<file path="src/rtl/aes_kx_pkg.sv">
// Shared types, constants and byte-substitution helpers for the AES-128 key expansion.
// No dependencies; every rtl/aes_kx_* module and the top level use it.
package aes_kx_pkg;

  localparam int KeyW      = 128;
  localparam int HalfW     = 64;
  localparam int RndW      = 4;
  localparam int NumStages = 11;
  localparam int NumRcon   = 10;
  localparam logic [RndW-1:0] LastRound = 4'd10;

  typedef struct packed {
    logic            valid;
    logic [RndW-1:0] rnd;
  } stage_t;

  localparam logic [7:0] SBOX [256] = '{
    8'h63, 8'h7c, 8'h77, 8'h7b, 8'hf2, 8'h6b, 8'h6f, 8'hc5,
    8'h30, 8'h01, 8'h67, 8'h2b, 8'hfe, 8'hd7, 8'hab, 8'h76,
    8'hca, 8'h82, 8'hc9, 8'h7d, 8'hfa, 8'h59, 8'h47, 8'hf0,
    8'had, 8'hd4, 8'ha2, 8'haf, 8'h9c, 8'ha4, 8'h72, 8'hc0,
    8'hb7, 8'hfd, 8'h93, 8'h26, 8'h36, 8'h3f, 8'hf7, 8'hcc,
    8'h34, 8'ha5, 8'he5, 8'hf1, 8'h71, 8'hd8, 8'h31, 8'h15,
    8'h04, 8'hc7, 8'h23, 8'hc3, 8'h18, 8'h96, 8'h05, 8'h9a,
    8'h07, 8'h12, 8'h80, 8'he2, 8'heb, 8'h27, 8'hb2, 8'h75,
    8'h09, 8'h83, 8'h2c, 8'h1a, 8'h1b, 8'h6e, 8'h5a, 8'ha0,
    8'h52, 8'h3b, 8'hd6, 8'hb3, 8'h29, 8'he3, 8'h2f, 8'h84,
    8'h53, 8'hd1, 8'h00, 8'hed, 8'h20, 8'hfc, 8'hb1, 8'h5b,
    8'h6a, 8'hcb, 8'hbe, 8'h39, 8'h4a, 8'h4c, 8'h58, 8'hcf,
    8'hd0, 8'hef, 8'haa, 8'hfb, 8'h43, 8'h4d, 8'h33, 8'h85,
    8'h45, 8'hf9, 8'h02, 8'h7f, 8'h50, 8'h3c, 8'h9f, 8'ha8,
    8'h51, 8'ha3, 8'h40, 8'h8f, 8'h92, 8'h9d, 8'h38, 8'hf5,
    8'hbc, 8'hb6, 8'hda, 8'h21, 8'h10, 8'hff, 8'hf3, 8'hd2,
    8'hcd, 8'h0c, 8'h13, 8'hec, 8'h5f, 8'h97, 8'h44, 8'h17,
    8'hc4, 8'ha7, 8'h7e, 8'h3d, 8'h64, 8'h5d, 8'h19, 8'h73,
    8'h60, 8'h81, 8'h4f, 8'hdc, 8'h22, 8'h2a, 8'h90, 8'h88,
    8'h46, 8'hee, 8'hb8, 8'h14, 8'hde, 8'h5e, 8'h0b, 8'hdb,
    8'he0, 8'h32, 8'h3a, 8'h0a, 8'h49, 8'h06, 8'h24, 8'h5c,
    8'hc2, 8'hd3, 8'hac, 8'h62, 8'h91, 8'h95, 8'he4, 8'h79,
    8'he7, 8'hc8, 8'h37, 8'h6d, 8'h8d, 8'hd5, 8'h4e, 8'ha9,
    8'h6c, 8'h56, 8'hf4, 8'hea, 8'h65, 8'h7a, 8'hae, 8'h08,
    8'hba, 8'h78, 8'h25, 8'h2e, 8'h1c, 8'ha6, 8'hb4, 8'hc6,
    8'he8, 8'hdd, 8'h74, 8'h1f, 8'h4b, 8'hbd, 8'h8b, 8'h8a,
    8'h70, 8'h3e, 8'hb5, 8'h66, 8'h48, 8'h03, 8'hf6, 8'h0e,
    8'h61, 8'h35, 8'h57, 8'hb9, 8'h86, 8'hc1, 8'h1d, 8'h9e,
    8'he1, 8'hf8, 8'h98, 8'h11, 8'h69, 8'hd9, 8'h8e, 8'h94,
    8'h9b, 8'h1e, 8'h87, 8'he9, 8'hce, 8'h55, 8'h28, 8'hdf,
    8'h8c, 8'ha1, 8'h89, 8'h0d, 8'hbf, 8'he6, 8'h42, 8'h68,
    8'h41, 8'h99, 8'h2d, 8'h0f, 8'hb0, 8'h54, 8'hbb, 8'h16
  };

  localparam logic [7:0] RCON [NumRcon] = '{
    8'h01, 8'h02, 8'h04, 8'h08, 8'h10, 8'h20, 8'h40, 8'h80, 8'h1b, 8'h36
  };

  function automatic logic [31:0] sub_rot_word(input logic [31:0] w);
    logic [31:0] r;
    r = {w[23:0], w[31:24]};
    return {SBOX[r[31:24]], SBOX[r[23:16]], SBOX[r[15:8]], SBOX[r[7:0]]};
  endfunction

endpackage

</file>
<file path="src/rtl/aes_kx_round.sv">
// One registered round of the key schedule: next round key from the previous one.
// Depends on aes_kx_pkg (S-box, stage_t).
module aes_kx_round (
  input  logic                        clk_i,
  input  logic                        rst_ni,
  input  aes_kx_pkg::stage_t          ctrl_i,
  input  logic [aes_kx_pkg::KeyW-1:0] key_i,
  input  logic [7:0]                  rcon_i,
  output aes_kx_pkg::stage_t          ctrl_o,
  output logic [aes_kx_pkg::KeyW-1:0] key_o
);

  logic [31:0] w0, w1, w2, w3, t, n0, n1, n2, n3;
  aes_kx_pkg::stage_t ctrl_d, ctrl_q;
  logic [aes_kx_pkg::KeyW-1:0] key_d, key_q;

  assign {w0, w1, w2, w3} = key_i;
  assign t  = aes_kx_pkg::sub_rot_word(w3) ^ {rcon_i, 24'h000000};
  assign n0 = w0 ^ t;
  assign n1 = w1 ^ n0;
  assign n2 = w2 ^ n1;
  assign n3 = w3 ^ n2;
  assign key_d = {n0, n1, n2, n3};

  always_comb begin
    ctrl_d.valid = ctrl_i.valid;
    ctrl_d.rnd   = ctrl_i.rnd + 4'd1;
  end

  always_ff @(posedge clk_i or negedge rst_ni) begin
    if (!rst_ni) begin
      ctrl_q <= '0;
    end else begin
      ctrl_q <= ctrl_d;
    end
  end

  always_ff @(posedge clk_i) begin
    key_q <= key_d;
  end

  assign ctrl_o = ctrl_q;
  assign key_o  = key_q;

endmodule

</file>
<file path="config.mk">
export PLATFORM = sky130hd
export DESIGN_NAME = aes_kx_round
export DESIGN_NICKNAME = d
export VERILOG_FILES = /design/src/rtl/aes_kx_pkg.sv /design/src/rtl/aes_kx_round.sv
export SDC_FILE = /design/constraint.sdc
export NUM_CORES = 1
export LEC_CHECK = 0
export BUFFER_PORTS_ARGS = -buffer_cell sky130_fd_sc_hd__buf_2
export CAP_MARGIN = 20
export CORE_ASPECT_RATIO = 1.75
export CORE_MARGIN = 1.5
export CORE_UTILIZATION = 26
export DETAILED_ROUTE_END_ITERATION = 7
export PLACE_DENSITY_LB_ADDON = 0.05
export SYNTH_ARGS = -nofsm -noshare
export SYNTH_HDL_FRONTEND = slang
export SYNTH_SLANG_ARGS = --single-unit
export TNS_END_PERCENT = 20
</file>
<file path="constraint.sdc">
create_clock -name clk_i -period 1.21 [get_ports clk_i]
set_clock_uncertainty 0.05 [all_clocks]
set_input_delay 0.0605 -clock clk_i [delete_from_list [all_inputs] [get_ports clk_i]]
set_output_delay 0.0605 -clock clk_i [all_outputs]
set_load 0.1 [all_outputs]
</file>
==> reports/metrics.yaml, run 1 <==
clock_tree:
  cts_buffers: 17
  cts_tree: "built"
  cts-root-buf: "clkbuf_16"
  cts_sinks: 133
  cts_max_path_buffers: 2
  clk_pin_slew_worst_paths_ns: 0.07
  cts_max_level: 4
grt:
  grt_max_degree: 35
  grt_pass1_wl_mm: 184.1
  grt_usage_pct: 34.86
  grt_pass1_vias: 27180
  grt_overflow: 0
  antenna_found_initial: 1
cells_and_area:
  area_growth_pct: 93.34
  final_net_count: 3912
  fill_cells: 6815
  multi_input_area_um2: 17100
  regArea_um2: 2718
  antenna_cells: 0
  drive_gt1_share_pct: 53.84
  final_cell_area_um2: 35550
setup_path:
  max_stage_delay_ns: 0.54
  path_cells: "buf_12, inv_6, ha_4, nand2b_1, buf_4, nand3_1, o311ai_1, a32oi_1, buf_4, mux4_2, xor2_4, xor2_2, xor2_1"
  crit_type: "primary input to flip-flop"
  cp-start-kind: "primary input"
  required_ns: 1.60
  crit_start: "key_i[1]"
  critPathSlowestCell: "mux4_2"
  crit_top_cell: "buf_4"
  crit_path_end: "key_o[41]$_DFF_P_"
  critical_path_depth: 13
  critPathTopFamily: "XOR/XNOR gates"
  cp_max_fo: 6
  worst_setup_path_end_kind: "flip-flop"
  worst-path-buf-inv: 4
  crit_arrival_ns: 2.58
drt:
  routed_via_density: 5.754
  drt_iter0_drc: 2233
  via_count: 26640
  firstDrtPassIters: 5
  avgRoutedWirePerCell_um: 27.99
  drc_errors: 0
  ant_nets: 0
  wl_mm: 129.6
die:
  die_h_um: 354.8
  initial_utilization_pct: 26.33
  ios: 276
  dieWidth_um: 204.0
  coreArea_um2: 69830
  rows: 128
  die-area_um2: 72390
outcome:
  violations: "negative setup slack"
  status: "complete, but fails checks"
synth:
  synth_seq_area_share_pct: 14.62
  synth-simple-area-share_pct: 21.61
  synth-async-reset-ratio_pct: 3.759
  synth_top_area_share_pct: 13.93
  postSynthAreaPerCell_um2: 7.484
  synth-xor-area-share_pct: 10.87
  synthAdderAreaFrac_pct: 4.205
  synth-edff-count: 0
  ys_warn_count: 0
  ys_dominant_reg_cell: "dfxtp_1"
  yosys.area.top_type: "dfxtp_1"
  synth.distinct_cells: 102
  synthCells: 2457
  synth_seq_cells: 133
  ys_top_cells_by_area: "dfxtp_1, mux4_2, xnor2_1, a21oi_1, o21ai_0"
  syn_area_um2: 18390
  synth_mux_area_share_pct: 6.838
  synth_top_family_by_area: "compound AO/OA/AOI/OAI gates"
  synth_compound_area_share_pct: 32.73
  syn_nets: 2661
placed_design:
  io_buffers: 275
  dp_hpwl_mm: 101.3
  gp_congestion: 1.045
  dpl_cell_area_um2: 28680
timing:
  setup_viol: 128
  finalMaxSlewViolations: 0
  worst_slack_ns: -0.9781
  fin_crit_ns: 2.188
  hold_viol: 0
  worst_pin_slew_ns: 0.7196
  period_share_pct: 180.8
  rsz0062_at_grt: "yes"
  relSlewSlack_pct: 51.42
  max_freq_ghz: 0.4570
worst_hold_path:
  hp-class: "primary input to flip-flop"
power:
  powerDensity_nw_per_um2: 1163
  ir_drop_mv: 1.698
  leakagePower_nw: 15.13
  power_mw: 41.34
run:
  max-cap-violations: 0
[logic make-up (layout without fill, tap and decap cells)]
logic type / Yosys count / in the layout
AOI/OAI and AO/OA: 862 / 862
and+or+nand+nor: 786 / 786
buffers and inverters: 340 / 1603
xor gates and xnor gates: 203 / 203
DFF: 133 / 133
muxes: 71 / 71
adders and majority gates: 62 / 62
[worst min-delay path: cells and delay by family]
| family | cells | cell delay (ns) |
|---|---|---|
| xor+xnor | 2 | 0.36 |
| buf+inv | 1 | 0.13 |
[final cells by class]
type                    count  area share [%]
multi-input cells        1984           48.11
repair buffers           1503           38.46
flip-flops and latches    133           7.644
well taps                 910           3.203
clock buffers              20           1.256
inverters                  69          0.9713
clock inverters            11          0.3590
[flip-flops by register name (all words and copies together) (netlist names)]
register / flops
key_o: 128
ctrl_o: 5
[cells in the final DEF (no fill, tap or decap), drive strengths merged, types with 17 or more instances in the layout]
cell type    instances
mux2i               21
or3                 19
mux4                43
a221oi              18
nand2              163
dfxtp              128
ha                  61
a31oi               40
a311oi              33
o221ai              27
inv                 62
o31ai               25
xor2                79
dlygate4sd3        103
a211oi              46
nor2b               77
o211ai              50
a21oi              182
nor2               160
nand3               86
a32oi               17
nand2b              92
buf               1395
o311ai              43
xnor2              120
clkbuf              22
nor3                75
or2                 23
o22ai               20
and2                27
o21ai              172
[layer usage]
metal	up-vias	wire length [um]	global-route usage, %
met4	2	12020	27.41
li1	11670	-	-
met3	545	7989	4.524
met2	1519	64960	62.14
met1	12910	44630	36.69
met5	-	8	0
[Yosys cell counts, types with 43 or more instances]
cell	instances
a211oi_1	46
o311ai_0	43
nand3_1	86
clkbuf_1	102
mux4_2	43
nand2_1	162
ha_1	61
nor3_1	74
xnor2_1	108
inv_1	57
xor2_1	72
dfxtp_1	128
o21ai_0	161
a21oi_1	181
nand2b_1	91
nor2_1	160
nor2b_1	76
o211ai_1	49
buf_2	110
[where the power goes]
part	switching [mW]	internal, mW
clock	2.35	3.06
sequential	0.888	5.75
combinational	18.2	11.1
total	21.4	20.0
[what timing repair did]
| item | in CTS | in global routing |
|---|---|---|
| gates resized for setup | 560 | 589 |
| pin swaps | 190 | 158 |
| setup buffers | 71 | 41 |
| setup endpoints to repair | 249 | 232 |
| hold buffers | 103 | 0 |
| hold endpoints to repair | 128 | 0 |
| cloned | 3 | 2 |
[stage by stage]
| step | TNS [ns] | setup WS (ns) | std cells | util [%] | hold slack, ns |
|---|---|---|---|---|---|
| floorplan | -148.52 | -1.433 | 2457 | - | -0.2851 |
| global placement | -210.66 | -2.214 | 4401 | 41.08 | -0.1637 |
| detailed placement | -210.28 | -2.190 | 4401 | 41.08 | -0.1626 |
| CTS | -109.52 | -0.9104 | 4594 | 47.70 | 0.02266 |
| global route | -106.21 | -1.051 | 4630 | 50.92 | 0.05781 |
| finish | -99.55 | -0.9781 | 4630 | 50.92 | 0.05442 |
[worst min-delay path by stage]
stage,start,end,cells after the start
finish,key_i[59],key_o[59]$_DFF_P_,3
global placement,rst_ni,ctrl_o[4]$_DFF_PN0_,1
CTS,key_i[76],key_o[12]$_DFF_P_,5
detailed placement,rst_ni,ctrl_o[3]$_DFF_PN0_,1
global route,key_i[59],key_o[59]$_DFF_P_,3
floorplan,rst_ni,ctrl_o[0]$_DFF_PN0_,0
Note: power is estimated with default switching activity, not from simulation.
==> inputs of run 2 (changes only) <==
==> constraint.sdc (replaced) <==
create_clock -name clk_i -period 2.2 [get_ports clk_i]
set_clock_uncertainty 0.05 [all_clocks]
set_input_delay 0.11 -clock clk_i [delete_from_list [all_inputs] [get_ports clk_i]]
set_output_delay 0.11 -clock clk_i [all_outputs]
set_load 0.1 [all_outputs]
==> run 2 against run 1 <==
Net effect: setup slack better by 0.89 ns; critical path type unchanged; the flow still finishes with violations (negative setup slack); count of clock-buffer cells in the layout is 1 higher; largest power group unchanged; first-iteration DRC count rose by 17%.
==> reports/metrics.yaml, run 2 (synthesis results as in run 1) <==
die:
  coreArea_um2: 69830  # unchanged
  ios: 276  # unchanged
  initial_utilization_pct: 26.33  # unchanged
  die-area_um2: 72390  # unchanged
  dieWidth_um: 204.0  # unchanged
  rows: 128  # unchanged
  die_h_um: 354.8  # unchanged
drt:
  firstDrtPassIters: 6  # +1
  routed_via_density: 5.758  # about the same
  drc_errors: 0  # unchanged
  via_count: 25840  # -3.0%
  ant_nets: 0  # unchanged
  avgRoutedWirePerCell_um: 27.39  # -2.2%
  drt_iter0_drc: 2605  # +17%
  wl_mm: 122.9  # -5.2%
grt:
  grt_usage_pct: 33.34  # -1.5 points
  grt_max_degree: 40  # +14%
  grt_pass1_vias: 26280  # -3.3%
  antenna_found_initial: 4  # +3
  grt_overflow: 0  # unchanged
  grt_pass1_wl_mm: 176.5  # -4.1%
run:
  max-cap-violations: 0  # unchanged
timing:
  relSlewSlack_pct: 59.79  # +8.4 points
  max_freq_ghz: 0.4374
  worst_pin_slew_ns: 0.5955  # -0.1240 ns
  fin_crit_ns: 2.286
  rsz0062_at_grt: "yes"
  period_share_pct: 103.9
  finalMaxSlewViolations: 0  # unchanged
  worst_slack_ns: -0.08614  # +0.8919 ns
  setup_viol: 21  # -84%
  hold_viol: 0  # unchanged
power:
  p_clk_share_pct: 16.2  # +3.1 points
  p_sw_mw: 11.00  # -49%
  leakagePower_nw: 13.36  # -12%
  ir_drop_mv: 0.9051  # -47%
  power_mw: 20.14  # -51%
  seq_power_share_pct: 16.8  # +0.8 points
  p_int_mw: 9.147  # -54%
  p_comb_share_pct: 67.0  # -3.9 points
  swShare_pct: 54.59  # +2.9 points
  powerDensity_nw_per_um2: 650.7  # -44%
cells_and_area:
  fill_cells: 7165  # +5.1%
  largest_reg_flops: 128  # unchanged
  final_cell_area_um2: 30960  # -13%
  drive_gt1_share_pct: 45.62  # -8.2 points
  layout.cells.most_common: "buf_4"
  area_growth_pct: 68.34
  layout_common_cells: "buf_4, buf_2, a21oi_1"
  final_net_count: 3767  # -3.7%
placed_design:
  gp_congestion: 1.014  # -3.0%
  dp_hpwl_mm: 96.93  # -4.3%
  dpl_worst_slack_ns: -1.288  # +0.9025 ns
  dpl_cell_area_um2: 27270  # -4.9%
  io_buffers: 275  # unchanged
worst_hold_path:
  holdPathStages: 4  # +1
  hp-class: "primary input to flip-flop"
  min_from: "key_i[56]"
  holdPathEnd: "key_o[56]$_DFF_P_"
setup_path:
  cp-start-kind: "primary input"
  crit_type: "primary input to flip-flop"
  cp_max_fo: 8  # +2
  worst_setup_path_end_kind: "flip-flop"
  crit_arrival_ns: 2.62  # +0.04 ns
  required_ns: 2.54  # +0.94 ns
clock_tree:
  cts_buffers: 17  # unchanged
  cts_tree: "built"
  cts-root-buf: "clkbuf_16"
  cts_max_path_buffers: 2  # unchanged
  cts_sinks: 133  # unchanged
  cts_max_level: 4  # unchanged
  clk_pin_slew_worst_paths_ns: 0.06  # about the same
outcome:
  violations: "negative setup slack"
  status: "complete, but fails checks"
-- run 2: cell count changes in the layout (fill, tap and decap cells not counted), sizes merged, moves of 3 or more --
cell         previous run  this run
buf                  1395      1245
bufbuf                  3         0
clkinvlp                6         3
diode                   0         3
dlygate4sd3           103       110
-- run 2: layout make-up --
cell class / count / area, um2 / share of cell area [%]
multi-input combinational: 1984 / 15560 / 50.26
timing repair buffer: 1358 / 10600 / 34.23
sequential: 133 / 2688 / 8.682
tap: 910 / 1139 / 3.678
clock buffer: 21 / 481.7 / 1.556
inverter: 69 / 316.6 / 1.023
clock inverter: 10 / 167.7 / 0.5416
antenna: 3 / 7.507 / 0.02425
-- run 2: metal layers --
metal	global-route usage, %	vias to the layer above	routed length (um)
li1	-	11390	-
met1	35.13	12300	42530
met2	59.36	1620	61580
met3	4.505	530	7757
met4	25.97	2	11030
met5	0	-	17
-- run 2: through the flow --
stage / hold slack [ns] / TNS [ns] / instances / utilization [%]
2_1_floorplan: -0.2356 / -28.57 / 2457 / -
3_3_place_gp: -0.1191 / -95.04 / 4311 / 39.06
3_5_place_dp: -0.1162 / -96.95 / 4311 / 39.06
4_1_cts: 0.008894 / -0.3207 / 4474 / 42.95
5_1_grt: 0.05575 / -3.806 / 4487 / 44.33
6_report: 0.04041 / -0.6936 / 4488 / 44.33
-- run 2: worst max path at each step --
| stage | startpoint | to | slack (ns) | cells past startpoint |
|---|---|---|---|---|
| 2_1_floorplan | key_i[0] | key_o[47]$_DFF_P_ | -0.49 | 14 |
| 3_3_place_gp | key_i[18] | key_o[30]$_DFF_P_ | -1.30 | 13 |
| 3_5_place_dp | key_i[17] | key_o[62]$_DFF_P_ | -1.29 | 13 |
| 4_1_cts | key_i[9] | key_o[54]$_DFF_P_ | -0.04 | 13 |
| 5_1_grt | key_i[24] | key_o[37]$_DFF_P_ | -0.31 | 13 |
| 6_report | key_i[1] | key_o[47]$_DFF_P_ | -0.09 | 12 |
-- run 2: critical path, cell delays in order --
cell,delay [ns]
buf_12,0.12
buf_8,0.13
ha_4,0.20
mux2_4,0.28
mux4_2,0.53
a221o_1,0.34
nand2_2,0.10
o221ai_4,0.15
xor2_1,0.20
buf_4,0.16
xnor2_4,0.14
xor2_1,0.17
-- run 2: timing repair --
item	CTS	global route
endpoints found under the setup margin	117	109
hold endpoints to repair	129	0
gates resized for setup	196	187
hold buffers	110	0
buffers inserted	24	9
cloned	0	2
pin swaps	51	57
-- run 2: power groups by stage --
stage	logic, mW	clock network [mW]	registers (mW)
global placement	12.6	0	3.43
floorplan	3.36	0	8.50
finish	13.5	3.27	3.38
detailed placement	12.6	0	3.43
global route	13.9	3.41	3.44
CTS	13.1	3.35	3.38
